===== config.mk =====
export PLATFORM = sky130hd
export DESIGN_NAME = retry_request_tracker
export DESIGN_NICKNAME = d
export VERILOG_FILES = /design/src/sv/rrt_pkg.sv /design/src/sv/rrt_ram.sv /design/src/sv/rrt_front.sv /design/src/sv/rrt_queue.sv /design/src/sv/rrt_back.sv /design/src/sv/retry_request_tracker.sv
export VERILOG_INCLUDE_DIRS = /design/src /design/src/sv
export SDC_FILE = /design/constraint.sdc
export NUM_CORES = 1
export LEC_CHECK = 0
export BUFFER_PORTS_ARGS = -buffer_cell sky130_fd_sc_hd__buf_2
export CORE_MARGIN = 2
export CORE_UTILIZATION = 60
export DETAILED_ROUTE_END_ITERATION = 10
export GPL_ROUTABILITY_DRIVEN = 0
export GPL_TIMING_DRIVEN = 0
export PLACE_DENSITY = 0.8
export SLEW_MARGIN = 20
export SYNTH_ARGS = -nofsm -noshare
export SYNTH_HDL_FRONTEND = slang
export SYNTH_HIERARCHICAL = 1
export SYNTH_SLANG_ARGS = --single-unit

===== constraint.sdc =====
create_clock -name clock -period 8.5 [get_ports clock]
set_input_delay 1.275 -clock clock [delete_from_list [all_inputs] [get_ports clock]]
set_output_delay 1.275 -clock clock [all_outputs]
set_load 0.005 [all_outputs]

===== src/sv/assert_macros.svh =====
// Assertion macros for the tracker RTL (used by the table engine).
// Depends on clock and reset being in scope where a macro is used.
`ifndef ASSERT_MACROS_SVH
`define ASSERT_MACROS_SVH

// checked outside reset only
`define RRT_ASSERT(lbl, prop, msg) \
   lbl: assert property (@(posedge clock) disable iff (reset) prop) \
      else $error(msg);

// checked at every edge, reset included
`define RRT_ASSERT_ALWAYS(lbl, prop, msg) \
   lbl: assert property (@(posedge clock) prop) \
      else $error(msg);

`endif


===== src/sv/rrt_pkg.sv =====
// Types and constants of the retry request tracker.
// No dependencies; used by all tracker modules except rrt_ram.
`timescale 1ns / 1ps

package rrt_pkg;

   localparam int RRT_SLOTS       = 16;
   localparam int RRT_QUEUE_DEPTH = 2;
   localparam int RRT_QPTR_W      = (RRT_QUEUE_DEPTH > 1) ? $clog2(RRT_QUEUE_DEPTH) : 1;
   localparam int RRT_QCNT_W      = $clog2(RRT_QUEUE_DEPTH + 1);

   localparam int ID_W   = 16;
   localparam int TRY_W  = 4;
   localparam int IP_W   = 32;
   localparam int PROTO_W = 8;
   localparam int CSR_W  = 32;
   localparam int SLOT_OUT_W = 4;

   localparam logic [ID_W-1:0]    RRT_FIRST_ID   = 16'd1001;
   localparam logic [TRY_W-1:0]   RRT_LIMIT_RST  = 4'd4;
   localparam logic [PROTO_W-1:0] RRT_PROTO_RST  = 8'd254;

   typedef enum logic [1:0] {
      OP_ISSUE    = 2'd0,
      OP_TICK     = 2'd1,
      OP_RESPONSE = 2'd2
   } opcode_type;

   typedef enum logic [1:0] {
      CSR_RETRY_LIMIT = 2'd0,
      CSR_SERVER_ADDR = 2'd1,
      CSR_CLIENT_ADDR = 2'd2,
      CSR_PROTOCOL    = 2'd3
   } csr_index_type;

   typedef enum logic [2:0] {
      KIND_ALLOC      = 3'd0,
      KIND_FULL       = 3'd1,
      KIND_RETRANSMIT = 3'd2,
      KIND_TIMEOUT    = 3'd3,
      KIND_MATCH      = 3'd4
   } kind_type;

   typedef enum logic [1:0] {
      CMD_ISSUE = 2'd0,
      CMD_TICK  = 2'd1,
      CMD_RESP  = 2'd2
   } cmd_op_type;

   typedef struct packed {
      cmd_op_type      op;
      logic [ID_W-1:0] rid;
   } cmd_type;

   typedef struct packed {
      logic    valid;
      cmd_type cmd;
   } qhead_type;

   typedef struct packed {
      logic [ID_W-1:0]  id;
      logic [TRY_W-1:0] tries;
   } slot_entry_type;

endpackage


===== src/sv/rrt_ram.sv =====
// Generic single-clock RAM, one write port and one registered read port.
// No dependencies.
`timescale 1ns / 1ps

module rrt_ram #(
   parameter int WIDTH = 8,
   parameter int DEPTH = 16
) (
   input  logic                     clock,
   input  logic                     wr_en,
   input  logic [$clog2(DEPTH)-1:0] wr_addr,
   input  logic [WIDTH-1:0]         wr_data,
   input  logic                     rd_en,
   input  logic [$clog2(DEPTH)-1:0] rd_addr,
   output logic [WIDTH-1:0]         rd_data
);

   logic [WIDTH-1:0] mem_ff [DEPTH];
   logic [WIDTH-1:0] rd_data_ff;

   always_ff @(posedge clock) begin
      if (wr_en) begin
         mem_ff[wr_addr] <= wr_data;
      end
      if (rd_en) begin
         rd_data_ff <= mem_ff[rd_addr];
      end
   end

   assign rd_data = rd_data_ff;

endmodule


===== src/sv/rrt_front.sv =====
// Front end: configuration registers, input handshake and classification.
// Depends on rrt_pkg.
`timescale 1ns / 1ps

module rrt_front import rrt_pkg::*; (
   input  logic               clock,
   input  logic               reset,
   input  logic               csr_wr_en,
   input  logic [1:0]         csr_index,
   input  logic [CSR_W-1:0]   csr_wr_data,
   input  logic               start,
   output logic               busy,
   input  logic [1:0]         req_opcode,
   input  logic [ID_W-1:0]    req_response_id,
   input  logic [IP_W-1:0]    req_source_address,
   input  logic [IP_W-1:0]    req_dest_address,
   input  logic [PROTO_W-1:0] req_proto_field,
   input  logic               req_is_response,
   input  logic               q_full,
   output logic               q_push,
   output cmd_type            q_cmd,
   output logic [TRY_W-1:0]   retry_limit
);

   logic [TRY_W-1:0]   retry_limit_ff, retry_limit_in;
   logic [IP_W-1:0]    server_addr_ff, server_addr_in;
   logic [IP_W-1:0]    client_addr_ff, client_addr_in;
   logic [PROTO_W-1:0] protocol_ff, protocol_in;
   logic               accept;
   logic               resp_pass;

   always_comb begin
      retry_limit_in = retry_limit_ff;
      server_addr_in = server_addr_ff;
      client_addr_in = client_addr_ff;
      protocol_in    = protocol_ff;
      if (csr_wr_en) begin
         unique case (csr_index)
            CSR_RETRY_LIMIT: retry_limit_in = csr_wr_data[TRY_W-1:0];
            CSR_SERVER_ADDR: server_addr_in = csr_wr_data[IP_W-1:0];
            CSR_CLIENT_ADDR: client_addr_in = csr_wr_data[IP_W-1:0];
            CSR_PROTOCOL:    protocol_in    = csr_wr_data[PROTO_W-1:0];
         endcase
      end
   end

   always_ff @(posedge clock) begin
      if (reset) begin
         retry_limit_ff <= RRT_LIMIT_RST;
         server_addr_ff <= '0;
         client_addr_ff <= '0;
         protocol_ff    <= RRT_PROTO_RST;
      end else begin
         retry_limit_ff <= retry_limit_in;
         server_addr_ff <= server_addr_in;
         client_addr_ff <= client_addr_in;
         protocol_ff    <= protocol_in;
      end
   end

   assign busy        = q_full;
   assign accept      = start && !q_full;
   assign retry_limit = retry_limit_ff;

   assign resp_pass = (req_source_address == server_addr_ff) &&
                      (req_dest_address == client_addr_ff) &&
                      (req_proto_field == protocol_ff) && req_is_response;

   always_comb begin
      q_push     = 1'b0;
      q_cmd.op   = CMD_ISSUE;
      q_cmd.rid  = req_response_id;
      unique case (req_opcode)
         OP_ISSUE: begin
            q_push   = accept;
            q_cmd.op = CMD_ISSUE;
         end
         OP_TICK: begin
            q_push   = accept;
            q_cmd.op = CMD_TICK;
         end
         OP_RESPONSE: begin
            q_push   = accept && resp_pass;
            q_cmd.op = CMD_RESP;
         end
         default: begin
            q_push = 1'b0;
         end
      endcase
   end

endmodule


===== src/sv/rrt_queue.sv =====
// Short command queue between the front end and the table engine.
// Depends on rrt_pkg.
`timescale 1ns / 1ps

module rrt_queue import rrt_pkg::*; (
   input  logic      clock,
   input  logic      reset,
   input  logic      push,
   input  cmd_type   push_cmd,
   input  logic      pop,
   output logic      full,
   output qhead_type head
);

   cmd_type                entries_ff [RRT_QUEUE_DEPTH];
   logic [RRT_QPTR_W-1:0]  wr_ptr_ff, wr_ptr_in;
   logic [RRT_QPTR_W-1:0]  rd_ptr_ff, rd_ptr_in;
   logic [RRT_QCNT_W-1:0]  count_ff, count_in;
   logic                   do_push, do_pop;

   assign full       = (count_ff == RRT_QCNT_W'(RRT_QUEUE_DEPTH));
   assign head.valid = (count_ff != '0);
   assign head.cmd   = entries_ff[rd_ptr_ff];
   assign do_push    = push && !full;
   assign do_pop     = pop && head.valid;

   always_comb begin
      wr_ptr_in = wr_ptr_ff;
      rd_ptr_in = rd_ptr_ff;
      count_in  = count_ff;
      if (do_push) begin
         wr_ptr_in = (wr_ptr_ff == RRT_QPTR_W'(RRT_QUEUE_DEPTH - 1)) ? '0
                                                                     : wr_ptr_ff + 1'b1;
      end
      if (do_pop) begin
         rd_ptr_in = (rd_ptr_ff == RRT_QPTR_W'(RRT_QUEUE_DEPTH - 1)) ? '0
                                                                     : rd_ptr_ff + 1'b1;
      end
      if (do_push && !do_pop) begin
         count_in = count_ff + 1'b1;
      end else if (do_pop && !do_push) begin
         count_in = count_ff - 1'b1;
      end
   end

   always_ff @(posedge clock) begin
      if (reset) begin
         wr_ptr_ff <= '0;
         rd_ptr_ff <= '0;
         count_ff  <= '0;
      end else begin
         wr_ptr_ff <= wr_ptr_in;
         rd_ptr_ff <= rd_ptr_in;
         count_ff  <= count_in;
      end
   end

   always_ff @(posedge clock) begin
      if (do_push) begin
         entries_ff[wr_ptr_ff] <= push_cmd;
      end
   end

endmodule


===== src/sv/rrt_back.sv =====
// Table engine: slot valid bits, slot RAM walk, id counter and result register.
// Depends on rrt_pkg, rrt_ram and assert_macros.svh.
`timescale 1ns / 1ps
`include "assert_macros.svh"

module rrt_back import rrt_pkg::*; #(
   parameter int SLOTS = RRT_SLOTS
) (
   input  logic                  clock,
   input  logic                  reset,
   input  qhead_type             q_head,
   output logic                  q_pop,
   input  logic [TRY_W-1:0]      retry_limit,
   output logic                  rsp_valid,
   output logic [2:0]            rsp_kind,
   output logic [SLOT_OUT_W-1:0] rsp_slot,
   output logic [ID_W-1:0]       rsp_request_id,
   output logic [TRY_W-1:0]      rsp_try_count,
   output logic                  rsp_last
);

   localparam int IDX_W = $clog2(SLOTS);

   typedef enum logic [1:0] {
      ST_IDLE = 2'b01,
      ST_WALK = 2'b10
   } state_type;

   state_type       state_ff, state_in;
   cmd_op_type      mode_ff, mode_in;
   logic [ID_W-1:0] rid_ff, rid_in;
   logic [IDX_W-1:0] cur_ff, cur_in;
   logic [SLOTS-1:0] valid_ff, valid_in;
   logic [ID_W-1:0] next_id_ff, next_id_in;

   logic                  rsp_valid_ff, rsp_valid_in;
   kind_type              rsp_kind_ff, rsp_kind_in;
   logic [SLOT_OUT_W-1:0] rsp_slot_ff, rsp_slot_in;
   logic [ID_W-1:0]       rsp_id_ff, rsp_id_in;
   logic [TRY_W-1:0]      rsp_tries_ff, rsp_tries_in;
   logic                  rsp_last_ff, rsp_last_in;

   logic             ram_wr_en, ram_rd_en;
   logic [IDX_W-1:0] ram_wr_addr, ram_rd_addr;
   slot_entry_type   ram_wr_data, ram_rd_data;

   logic [IDX_W-1:0] free_idx;
   logic             have_free;
   logic             hit, none_above, at_end, id_match, walk_done;

   rrt_ram #(
      .WIDTH ($bits(slot_entry_type)),
      .DEPTH (SLOTS)
   ) u_slot_ram (
      .clock   (clock),
      .wr_en   (ram_wr_en),
      .wr_addr (ram_wr_addr),
      .wr_data (ram_wr_data),
      .rd_en   (ram_rd_en),
      .rd_addr (ram_rd_addr),
      .rd_data (ram_rd_data)
   );

   always_comb begin
      free_idx = '0;
      for (int i = SLOTS - 1; i >= 0; i--) begin
         if (!valid_ff[i]) begin
            free_idx = IDX_W'(i);
         end
      end
   end

   assign have_free  = ~&valid_ff;
   assign hit        = valid_ff[cur_ff];
   assign none_above = ((valid_ff >> cur_ff) >> 1) == '0;
   assign at_end     = (cur_ff == IDX_W'(SLOTS - 1));
   assign id_match   = hit && (ram_rd_data.id == rid_ff);
   assign walk_done  = none_above || at_end || ((mode_ff == CMD_RESP) && id_match);

   always_comb begin
      state_in     = state_ff;
      mode_in      = mode_ff;
      rid_in       = rid_ff;
      cur_in       = cur_ff;
      valid_in     = valid_ff;
      next_id_in   = next_id_ff;
      q_pop        = 1'b0;
      ram_wr_en    = 1'b0;
      ram_wr_addr  = cur_ff;
      ram_wr_data  = ram_rd_data;
      ram_rd_en    = 1'b0;
      ram_rd_addr  = '0;
      rsp_valid_in = 1'b0;
      rsp_kind_in  = KIND_ALLOC;
      rsp_slot_in  = SLOT_OUT_W'(cur_ff);
      rsp_id_in    = ram_rd_data.id;
      rsp_tries_in = '0;
      rsp_last_in  = 1'b0;

      unique case (state_ff)
         ST_IDLE: begin
            if (q_head.valid) begin
               q_pop = 1'b1;
               unique case (q_head.cmd.op)
                  CMD_ISSUE: begin
                     rsp_valid_in = 1'b1;
                     rsp_last_in  = 1'b1;
                     rsp_id_in    = next_id_ff;
                     if (have_free) begin
                        valid_in[free_idx] = 1'b1;
                        ram_wr_en          = 1'b1;
                        ram_wr_addr        = free_idx;
                        ram_wr_data.id     = next_id_ff;
                        ram_wr_data.tries  = TRY_W'(1);
                        rsp_kind_in        = KIND_ALLOC;
                        rsp_slot_in        = SLOT_OUT_W'(free_idx);
                        rsp_tries_in       = TRY_W'(1);
                        next_id_in         = next_id_ff + 1'b1;
                     end else begin
                        rsp_kind_in = KIND_FULL;
                        rsp_slot_in = '0;
                     end
                  end
                  CMD_TICK, CMD_RESP: begin
                     if (valid_ff != '0) begin
                        ram_rd_en   = 1'b1;
                        ram_rd_addr = '0;
                        cur_in      = '0;
                        mode_in     = q_head.cmd.op;
                        rid_in      = q_head.cmd.rid;
                        state_in    = ST_WALK;
                     end
                  end
                  default: begin
                     q_pop = 1'b1;
                  end
               endcase
            end
         end
         ST_WALK: begin
            if (mode_ff == CMD_TICK) begin
               if (hit) begin
                  rsp_valid_in = 1'b1;
                  rsp_last_in  = none_above;
                  if (ram_rd_data.tries == retry_limit) begin
                     valid_in[cur_ff] = 1'b0;
                     rsp_kind_in      = KIND_TIMEOUT;
                  end else begin
                     ram_wr_en         = 1'b1;
                     ram_wr_data.tries = ram_rd_data.tries + 1'b1;
                     rsp_kind_in       = KIND_RETRANSMIT;
                     rsp_tries_in      = ram_rd_data.tries + 1'b1;
                  end
               end
            end else if (id_match) begin
               valid_in[cur_ff] = 1'b0;
               rsp_valid_in     = 1'b1;
               rsp_last_in      = 1'b1;
               rsp_kind_in      = KIND_MATCH;
               rsp_id_in        = rid_ff;
            end
            if (walk_done) begin
               state_in = ST_IDLE;
            end else begin
               ram_rd_en   = 1'b1;
               ram_rd_addr = cur_ff + 1'b1;
               cur_in      = cur_ff + 1'b1;
            end
         end
         default: begin
            state_in = ST_IDLE;
         end
      endcase
   end

   always_ff @(posedge clock) begin
      if (reset) begin
         state_ff     <= ST_IDLE;
         valid_ff     <= '0;
         next_id_ff   <= RRT_FIRST_ID;
         rsp_valid_ff <= 1'b0;
      end else begin
         state_ff     <= state_in;
         valid_ff     <= valid_in;
         next_id_ff   <= next_id_in;
         rsp_valid_ff <= rsp_valid_in;
      end
   end

   always_ff @(posedge clock) begin
      mode_ff      <= mode_in;
      rid_ff       <= rid_in;
      cur_ff       <= cur_in;
      rsp_kind_ff  <= rsp_kind_in;
      rsp_slot_ff  <= rsp_slot_in;
      rsp_id_ff    <= rsp_id_in;
      rsp_tries_ff <= rsp_tries_in;
      rsp_last_ff  <= rsp_last_in;
   end

   assign rsp_valid      = rsp_valid_ff;
   assign rsp_kind       = rsp_kind_ff;
   assign rsp_slot       = rsp_slot_ff;
   assign rsp_request_id = rsp_id_ff;
   assign rsp_try_count  = rsp_tries_ff;
   assign rsp_last       = rsp_last_ff;

   `RRT_ASSERT(a_full_only_when_all_valid,
      (rsp_valid_ff && rsp_kind_ff == KIND_FULL) |-> (&valid_ff),
      "table full reported while a slot is free")
   `RRT_ASSERT(a_one_alloc_per_cycle,
      $countones(valid_ff) <= $countones($past(valid_ff)) + 1,
      "more than one slot allocated in a cycle")
   `RRT_ASSERT(a_more_results_in_walk,
      (rsp_valid_ff && !rsp_last_ff) |-> (state_ff == ST_WALK),
      "non-final result without a walk in progress")
   `RRT_ASSERT_ALWAYS(a_reset_clears_table,
      reset |=> (valid_ff == '0 && next_id_ff == RRT_FIRST_ID && !rsp_valid_ff),
      "table not cleared by reset")

endmodule


===== src/sv/retry_request_tracker.sv =====
// Retry request tracker top level: front end, command queue and table engine.
// Depends on rrt_pkg, rrt_front, rrt_queue and rrt_back.
//
//   channel   handshake                       payload
//   request   start / busy                    req_opcode .. req_is_response
//   response  rsp_valid, one-cycle strobe     rsp_kind .. rsp_last
//   csr       csr_wr_en, no wait              csr_index, csr_wr_data
//
// Issue: queued, then the result is registered. Tick and response: one slot RAM
// read per cycle, ending after the last valid slot or the match.
// A filtered response or unused opcode is dropped at the front and gives no result.
// Reset clears the valid bits at once; no clearing pass, slot RAM is not reset.
// busy rises when the two-entry command queue is full; results cannot be held off.
`timescale 1ns / 1ps

module retry_request_tracker import rrt_pkg::*; #(
   parameter int SLOTS = RRT_SLOTS
) (
   input  logic                  clock,
   input  logic                  reset,
   input  logic                  csr_wr_en,
   input  logic [1:0]            csr_index,
   input  logic [CSR_W-1:0]      csr_wr_data,
   input  logic                  start,
   output logic                  busy,
   input  logic [1:0]            req_opcode,
   input  logic [ID_W-1:0]       req_response_id,
   input  logic [IP_W-1:0]       req_source_address,
   input  logic [IP_W-1:0]       req_dest_address,
   input  logic [PROTO_W-1:0]    req_proto_field,
   input  logic                  req_is_response,
   output logic                  rsp_valid,
   output logic [2:0]            rsp_kind,
   output logic [SLOT_OUT_W-1:0] rsp_slot,
   output logic [ID_W-1:0]       rsp_request_id,
   output logic [TRY_W-1:0]      rsp_try_count,
   output logic                  rsp_last
);

   logic             q_full, q_push, q_pop;
   cmd_type          q_cmd;
   qhead_type        q_head;
   logic [TRY_W-1:0] retry_limit;

   rrt_front u_front (
      .clock              (clock),
      .reset              (reset),
      .csr_wr_en          (csr_wr_en),
      .csr_index          (csr_index),
      .csr_wr_data        (csr_wr_data),
      .start              (start),
      .busy               (busy),
      .req_opcode         (req_opcode),
      .req_response_id    (req_response_id),
      .req_source_address (req_source_address),
      .req_dest_address   (req_dest_address),
      .req_proto_field    (req_proto_field),
      .req_is_response    (req_is_response),
      .q_full             (q_full),
      .q_push             (q_push),
      .q_cmd              (q_cmd),
      .retry_limit        (retry_limit)
   );

   rrt_queue u_queue (
      .clock    (clock),
      .reset    (reset),
      .push     (q_push),
      .push_cmd (q_cmd),
      .pop      (q_pop),
      .full     (q_full),
      .head     (q_head)
   );

   rrt_back #(
      .SLOTS (SLOTS)
   ) u_back (
      .clock          (clock),
      .reset          (reset),
      .q_head         (q_head),
      .q_pop          (q_pop),
      .retry_limit    (retry_limit),
      .rsp_valid      (rsp_valid),
      .rsp_kind       (rsp_kind),
      .rsp_slot       (rsp_slot),
      .rsp_request_id (rsp_request_id),
      .rsp_try_count  (rsp_try_count),
      .rsp_last       (rsp_last)
   );

endmodule


* After elaboration in Yosys (flattened, before gate mapping)
Memory sizes are Yosys's and may differ from the RTL's. A register that Yosys moved wholly into a read port is not among the register bits. Index checks and enable logic that the tools add are counted.
Storage, ports and cells: memory bits (read-only) 0, word-level logic and storage cells 216, output and inout bits 30, input bits 129, memories 2, bits in latches 0, RAM bits 356, bits in registers 165
Memory list:
- u_back.u_slot_ram.mem_ff | words 16, width 20, rd ports 1, clocked after memory_dff 1, write ports 1, RTL line rrt_ram.sv:18 | logic [WIDTH-1:0] mem_ff [DEPTH];
- u_queue.entries_ff | words 2, width 18, rd ports 1, clocked after memory_dff 1, write ports 1, RTL line rrt_queue.sv:15 | cmd_type entries_ff [RRT_QUEUE_DEPTH];
Operators by class: order comparisons 4, reductions and logical operators 38, divide/modulo/power cells 0, muxes and demuxes 113, equality and inequality tests 28, multipliers 0, $add $sub $neg 7, bitwise operators 4, shift-type cells 1
Operators with widths (number):
- 16-bit two-way mux | 12
- 4-bit two-way mux | 38
- 32-bit == test | 2
- 16-bit case mux with 2 select lines | 2
- 20-bit two-way mux | 3
- 1-bit two-way mux | 33
- 4-bit case mux with 2 select lines | 3
- 16-bit by 1-bit adder with 16-bit output, second input constant | 1
- 16-bit bitwise AND | 1
- 16-bit == test | 1
- 16-bit zero test | 1
- 16-bit inverter | 1
- 16-bit bitwise OR | 1
- 16-bit AND reduction | 1
- 16-bit nonzero test | 1
- 16-bit by 4-bit right shift with 16-bit output | 1
- 3-bit two-way mux | 5
- 2-bit == test, second input constant | 7
- 1-bit logical AND | 13
- 2-bit two-way mux | 6
- 4-bit AND reduction | 3
- 2-bit by 1-bit == test with 1-bit output, second input constant | 5
- 4-bit by 5-bit less-than comparator with 1-bit output, second input constant | 2
- 2-bit inequality test, second input constant | 5
- 26 further kinds | 47

* Longest topological paths before layout
depth after elaboration 25, gate-level depth with buffers 13

* Cells and area by module
Netlist, hierarchy kept.
Modules (own cells, without submodules):
- rrt_ram | cells an instance 533, instances 1, area an instance 12731.0 µm², seq. area each 10209.8 µm²
- rrt_back | cells an instance 562, instances 1, area an instance 4882.2 µm², seq. area each 1921.8 µm²
- rrt_front | cells an instance 474, instances 1, area an instance 3687.3 µm², seq. area each 1521.5 µm²
- rrt_queue | cells an instance 81, instances 1, area an instance 1516.5 µm², seq. area each 1181.1 µm²

* Least setup slack after synthesis
Ideal clock, no wire load.
kind register -> register, start register with a tool-made name, end memory u_back/u_slot_ram/mem_ff[0][0] (netlist name), enable pin, library setup time 422 ps, data required time 8078 ps, arrival time 4051 ps, period minus slack after synthesis 4473 ps, cell stages (with the launch flop) 13, path slack 4027 ps, path through dfxtp_1 buf_2 buf_4 mux2_2 inv_1 ha_1 nand3_1 a41o_1 clkbuf_1 clkbuf_1 a21oi_1 or3b_2 nor3_1
RTL lines (RTL line):
- end: declaration | rrt_ram.sv:18

==> flow_metrics.env <==
export IMPL_status="finished, final reports clean"
export IMPL_cts_buffers=52
export IMPL_worst_pin_slew_ns=1.03
export IMPL_yosysUniqueCellTypes=73
export IMPL_p_per_area_nw_per_um2=231
export IMPL_period_needed_ns=4.85
export IMPL_utilization=0.694
export IMPL_grt_pass1_wl_microns=83300
export IMPL_postRouteAntennaNets=0
export IMPL_wirelength_microns=55500
export IMPL_place_port_buffers=142
export IMPL_cp_data_arrival_time_ns=5.16
export IMPL_synth_edff_count=398
export IMPL_first_pass_iters=5
export IMPL_post_place_ws_ns=3.72
export IMPL_cts_num_sinks=542
export IMPL_num_vias=14979
export IMPL_maxSlewViolCount=0
export IMPL_finalSetupViolations=0
export IMPL_fin_setup_tns_ns=0
export IMPL_synthFlopType="edfxtp_1"
export IMPL_rsz0062_at_grt="no"
export IMPL_vias_per_cell=6.21
export IMPL_vdd_drop_max_mv=0.180
export IMPL_area_delta_synth_final_pct=14.2
export IMPL_hold_buffers=0
export IMPL_grt_overflow_total=0
export IMPL_whs_ns=0.470
export IMPL_ys_seq_area_frac=0.650
export IMPL_startpoint_type="register"
export IMPL_drive_above_1_share=0.209
export IMPL_postSynth_asyncResetShare=0
export IMPL_r2r_slack_ns=3.65
export IMPL_antenna_found_initial=4
export IMPL_cap_violations=0
export IMPL_fin_ws_ns=3.65
export IMPL_root_buffer="clkbuf_16"
export IMPL_min_path_type="register to register"
export IMPL_ys_ff_latch=542
export IMPL_critPathCaptureType="register"
export IMPL_cts_setup_buffers=0
export IMPL_fmax_mhz=206
export IMPL_fin_skew_ns=0.0187
export IMPL_coreArea_sq_um=37600
export IMPL_final_area_sq_um=26100
export IMPL_wl_met3_microns=5130
export IMPL_drtIter0Drc=1553
export IMPL_relSlewSlack=0.305
export IMPL_post_cts_resized=0
export IMPL_ys_warnings_count=6
export IMPL_layout_common_cells="edfxtp_1 (398), nand2_1 (258), buf_2 (156), dfxtp_1 (144), a21oi_1 (82)"
export IMPL_syn_num_nets=1790
export IMPL_dieArea_sq_um=39600
export IMPL_die_height_microns=199
export IMPL_std_cell_rows=71
export IMPL_dp_hpwl_microns=37500
export IMPL_grt_start_max_net_pins=21
export IMPL_first_global_vias=14511
export IMPL_nets=1999
export IMPL_avgSynthCellArea_sq_um=13.8
export IMPL_path_class="register to register"
export IMPL_fillers=2479
export IMPL_crit_fanout=10
export IMPL_min_delay_start="u_front/server_addr_ff[5]"
export IMPL_post_place_cells=2315
export IMPL_num_io_pins=159
export IMPL_synth_cells=1650
export IMPL_fp_dieW_microns=199
export IMPL_cts_htree_levels=2
export IMPL_p_total_mw=6.03
export IMPL_cts_clk_slew_worst_paths_ns=0.06
export IMPL_placed_cell_area_sq_um=24400
export IMPL_start_util=0.607
export IMPL_wl_met1_microns=21500
export IMPL_leakage_nw=8.81
export IMPL_synthesis_area_sq_um=22800
export IMPL_layout_commonest_cell="edfxtp_1"
export IMPL_required_ns=8.81
export IMPL_cts_tree="built"
export IMPL_fin_crit_sh=0.571
export IMPL_dr_wl_met2_microns=27000
export IMPL_drc_errors=0
export IMPL_stdcell_count=2414
export IMPL_worstSkewPairLatency_ns=0.60
export IMPL_routedWlPerCell_microns=23.0
export IMPL_highest_signal_layer="met4"
export IMPL_clk_path_buf_depth=3
export IMPL_hold_violations=0
export IMPL_track_usage=0.282
-- final cells by class --
cell class	count	area, sq um	share of cell area
Inverter	40	150	0.00576
Clock inverter	22	240	0.00922
Timing Repair Buffer	155	831	0.0319
Clock buffer	71	1420	0.0543
Antenna cell	5	12.5	0.000480
Tap cell	511	639	0.0245
Sequential cell	542	14800	0.569
Multi-Input combinational cell	965	7400	0.284
Buffer	103	539	0.0207
-- metal layers --
| layer | GRT usage | vias up |
|---|---|---|
| met4 | 0.109 | 0 |
| met3 | 0.0415 | 149 |
| li1 | - | 6625 |
| met1 | 0.382 | 7315 |
| met2 | 0.465 | 890 |
| met5 | 0 | - |
-- cells in the mapped netlist (all sizes together) (10+ instances only) --
library cell | instances | area, sq um
a21oi | 82 | 410
a22o | 16 | 140
a22oi | 72 | 541
buf | 45 | 322
clkbuf | 58 | 218
dfxtp | 144 | 2880
edfxtp | 398 | 12000
ha | 11 | 138
inv | 40 | 150
mux2 | 18 | 203
mux4 | 85 | 1980
nand2 | 258 | 968
nand3 | 17 | 95.1
nand3b | 10 | 78.8
nand4 | 27 | 169
nor2 | 59 | 226
nor2b | 25 | 159
nor3 | 15 | 75.1
nor4 | 10 | 75.1
o21ai | 41 | 205
xnor2 | 79 | 692
xor2 | 17 | 149
-- cells by family (layout without fill, tap and decap cells) --
kind of cell,count (synthesis),after routing,synth area share
flip-flops,542,542,0.650
buffers and inverters,143,391,0.0302
other,0,5,0
adder cells (fa/ha/maj),11,11,0.00603
multiplexers,108,108,0.0978
XOR/XNOR,96,96,0.0368
AO/OA/AOI/OAI,280,280,0.0826
AND/OR/NAND/NOR,470,470,0.0963
-- flip-flops by register name, indices dropped and copies added (netlist names), named ones only --
signal                     cells
u_front/server_addr_ff        32
u_back/state_ff                2
u_back/u_slot_ram/rd_data     20
u_front/protocol_ff            8
u_back/rid_ff                 16
u_back/valid_ff               16
u_queue/rd_ptr_ff              1
u_queue/entries_ff            36
u_back/cur_ff                  4
u_back/rsp_request_id         16
u_back/mode_ff                 2
u_back/next_id_ff             16
u_front/client_addr_ff        32
u_back/rsp_slot                4
u_back/rsp_valid               1
u_back/u_slot_ram/mem_ff     320
u_front/retry_limit            4
u_back/rsp_try_count           4
u_back/rsp_last                1
u_queue/wr_ptr_ff              1
u_back/rsp_kind                3
u_queue/count_ff               2
-- path summary, 6_finish.rpt --
| kind | endpoint | cells past startpoint |
|---|---|---|
| min reg2reg | u_front/server_addr_ff[5] | 2 |
| max | u_back/u_slot_ram/mem_ff[0][6] | 15 |
| max reg2reg | u_back/u_slot_ram/mem_ff[0][6] | 15 |
| min | u_front/server_addr_ff[5] | 2 |
-- power breakdown --
| part | internal (mW) | leakage [nW] | total [mW] | switching [mW] |
|---|---|---|---|---|
| sequential | 3.05 | 4.76 | 3.11 | 0.0538 |
| combinational | 0.225 | 3.23 | 0.673 | 0.448 |
| clock | 1.29 | 0.814 | 2.25 | 0.962 |
| total | 4.57 | 8.81 | 6.03 | 1.46 |
-- worst max-delay path, stage by stage, from the launching register on --
cell and delay [ns]:
dfxtp_1 0.30, buf_2 0.23, buf_4 0.25, mux2_2 0.37, inv_1 0.06, ha_1 0.22, nand3_1 0.15, a41o_1 0.24
clkbuf_1 0.20, clkbuf_1 0.29, a21oi_1 0.47, or3b_2 0.62, nor3_2 0.56, buf_6 0.23, buf_4 0.20, buf_6 0.16
(Power assumes the default switching activity.)
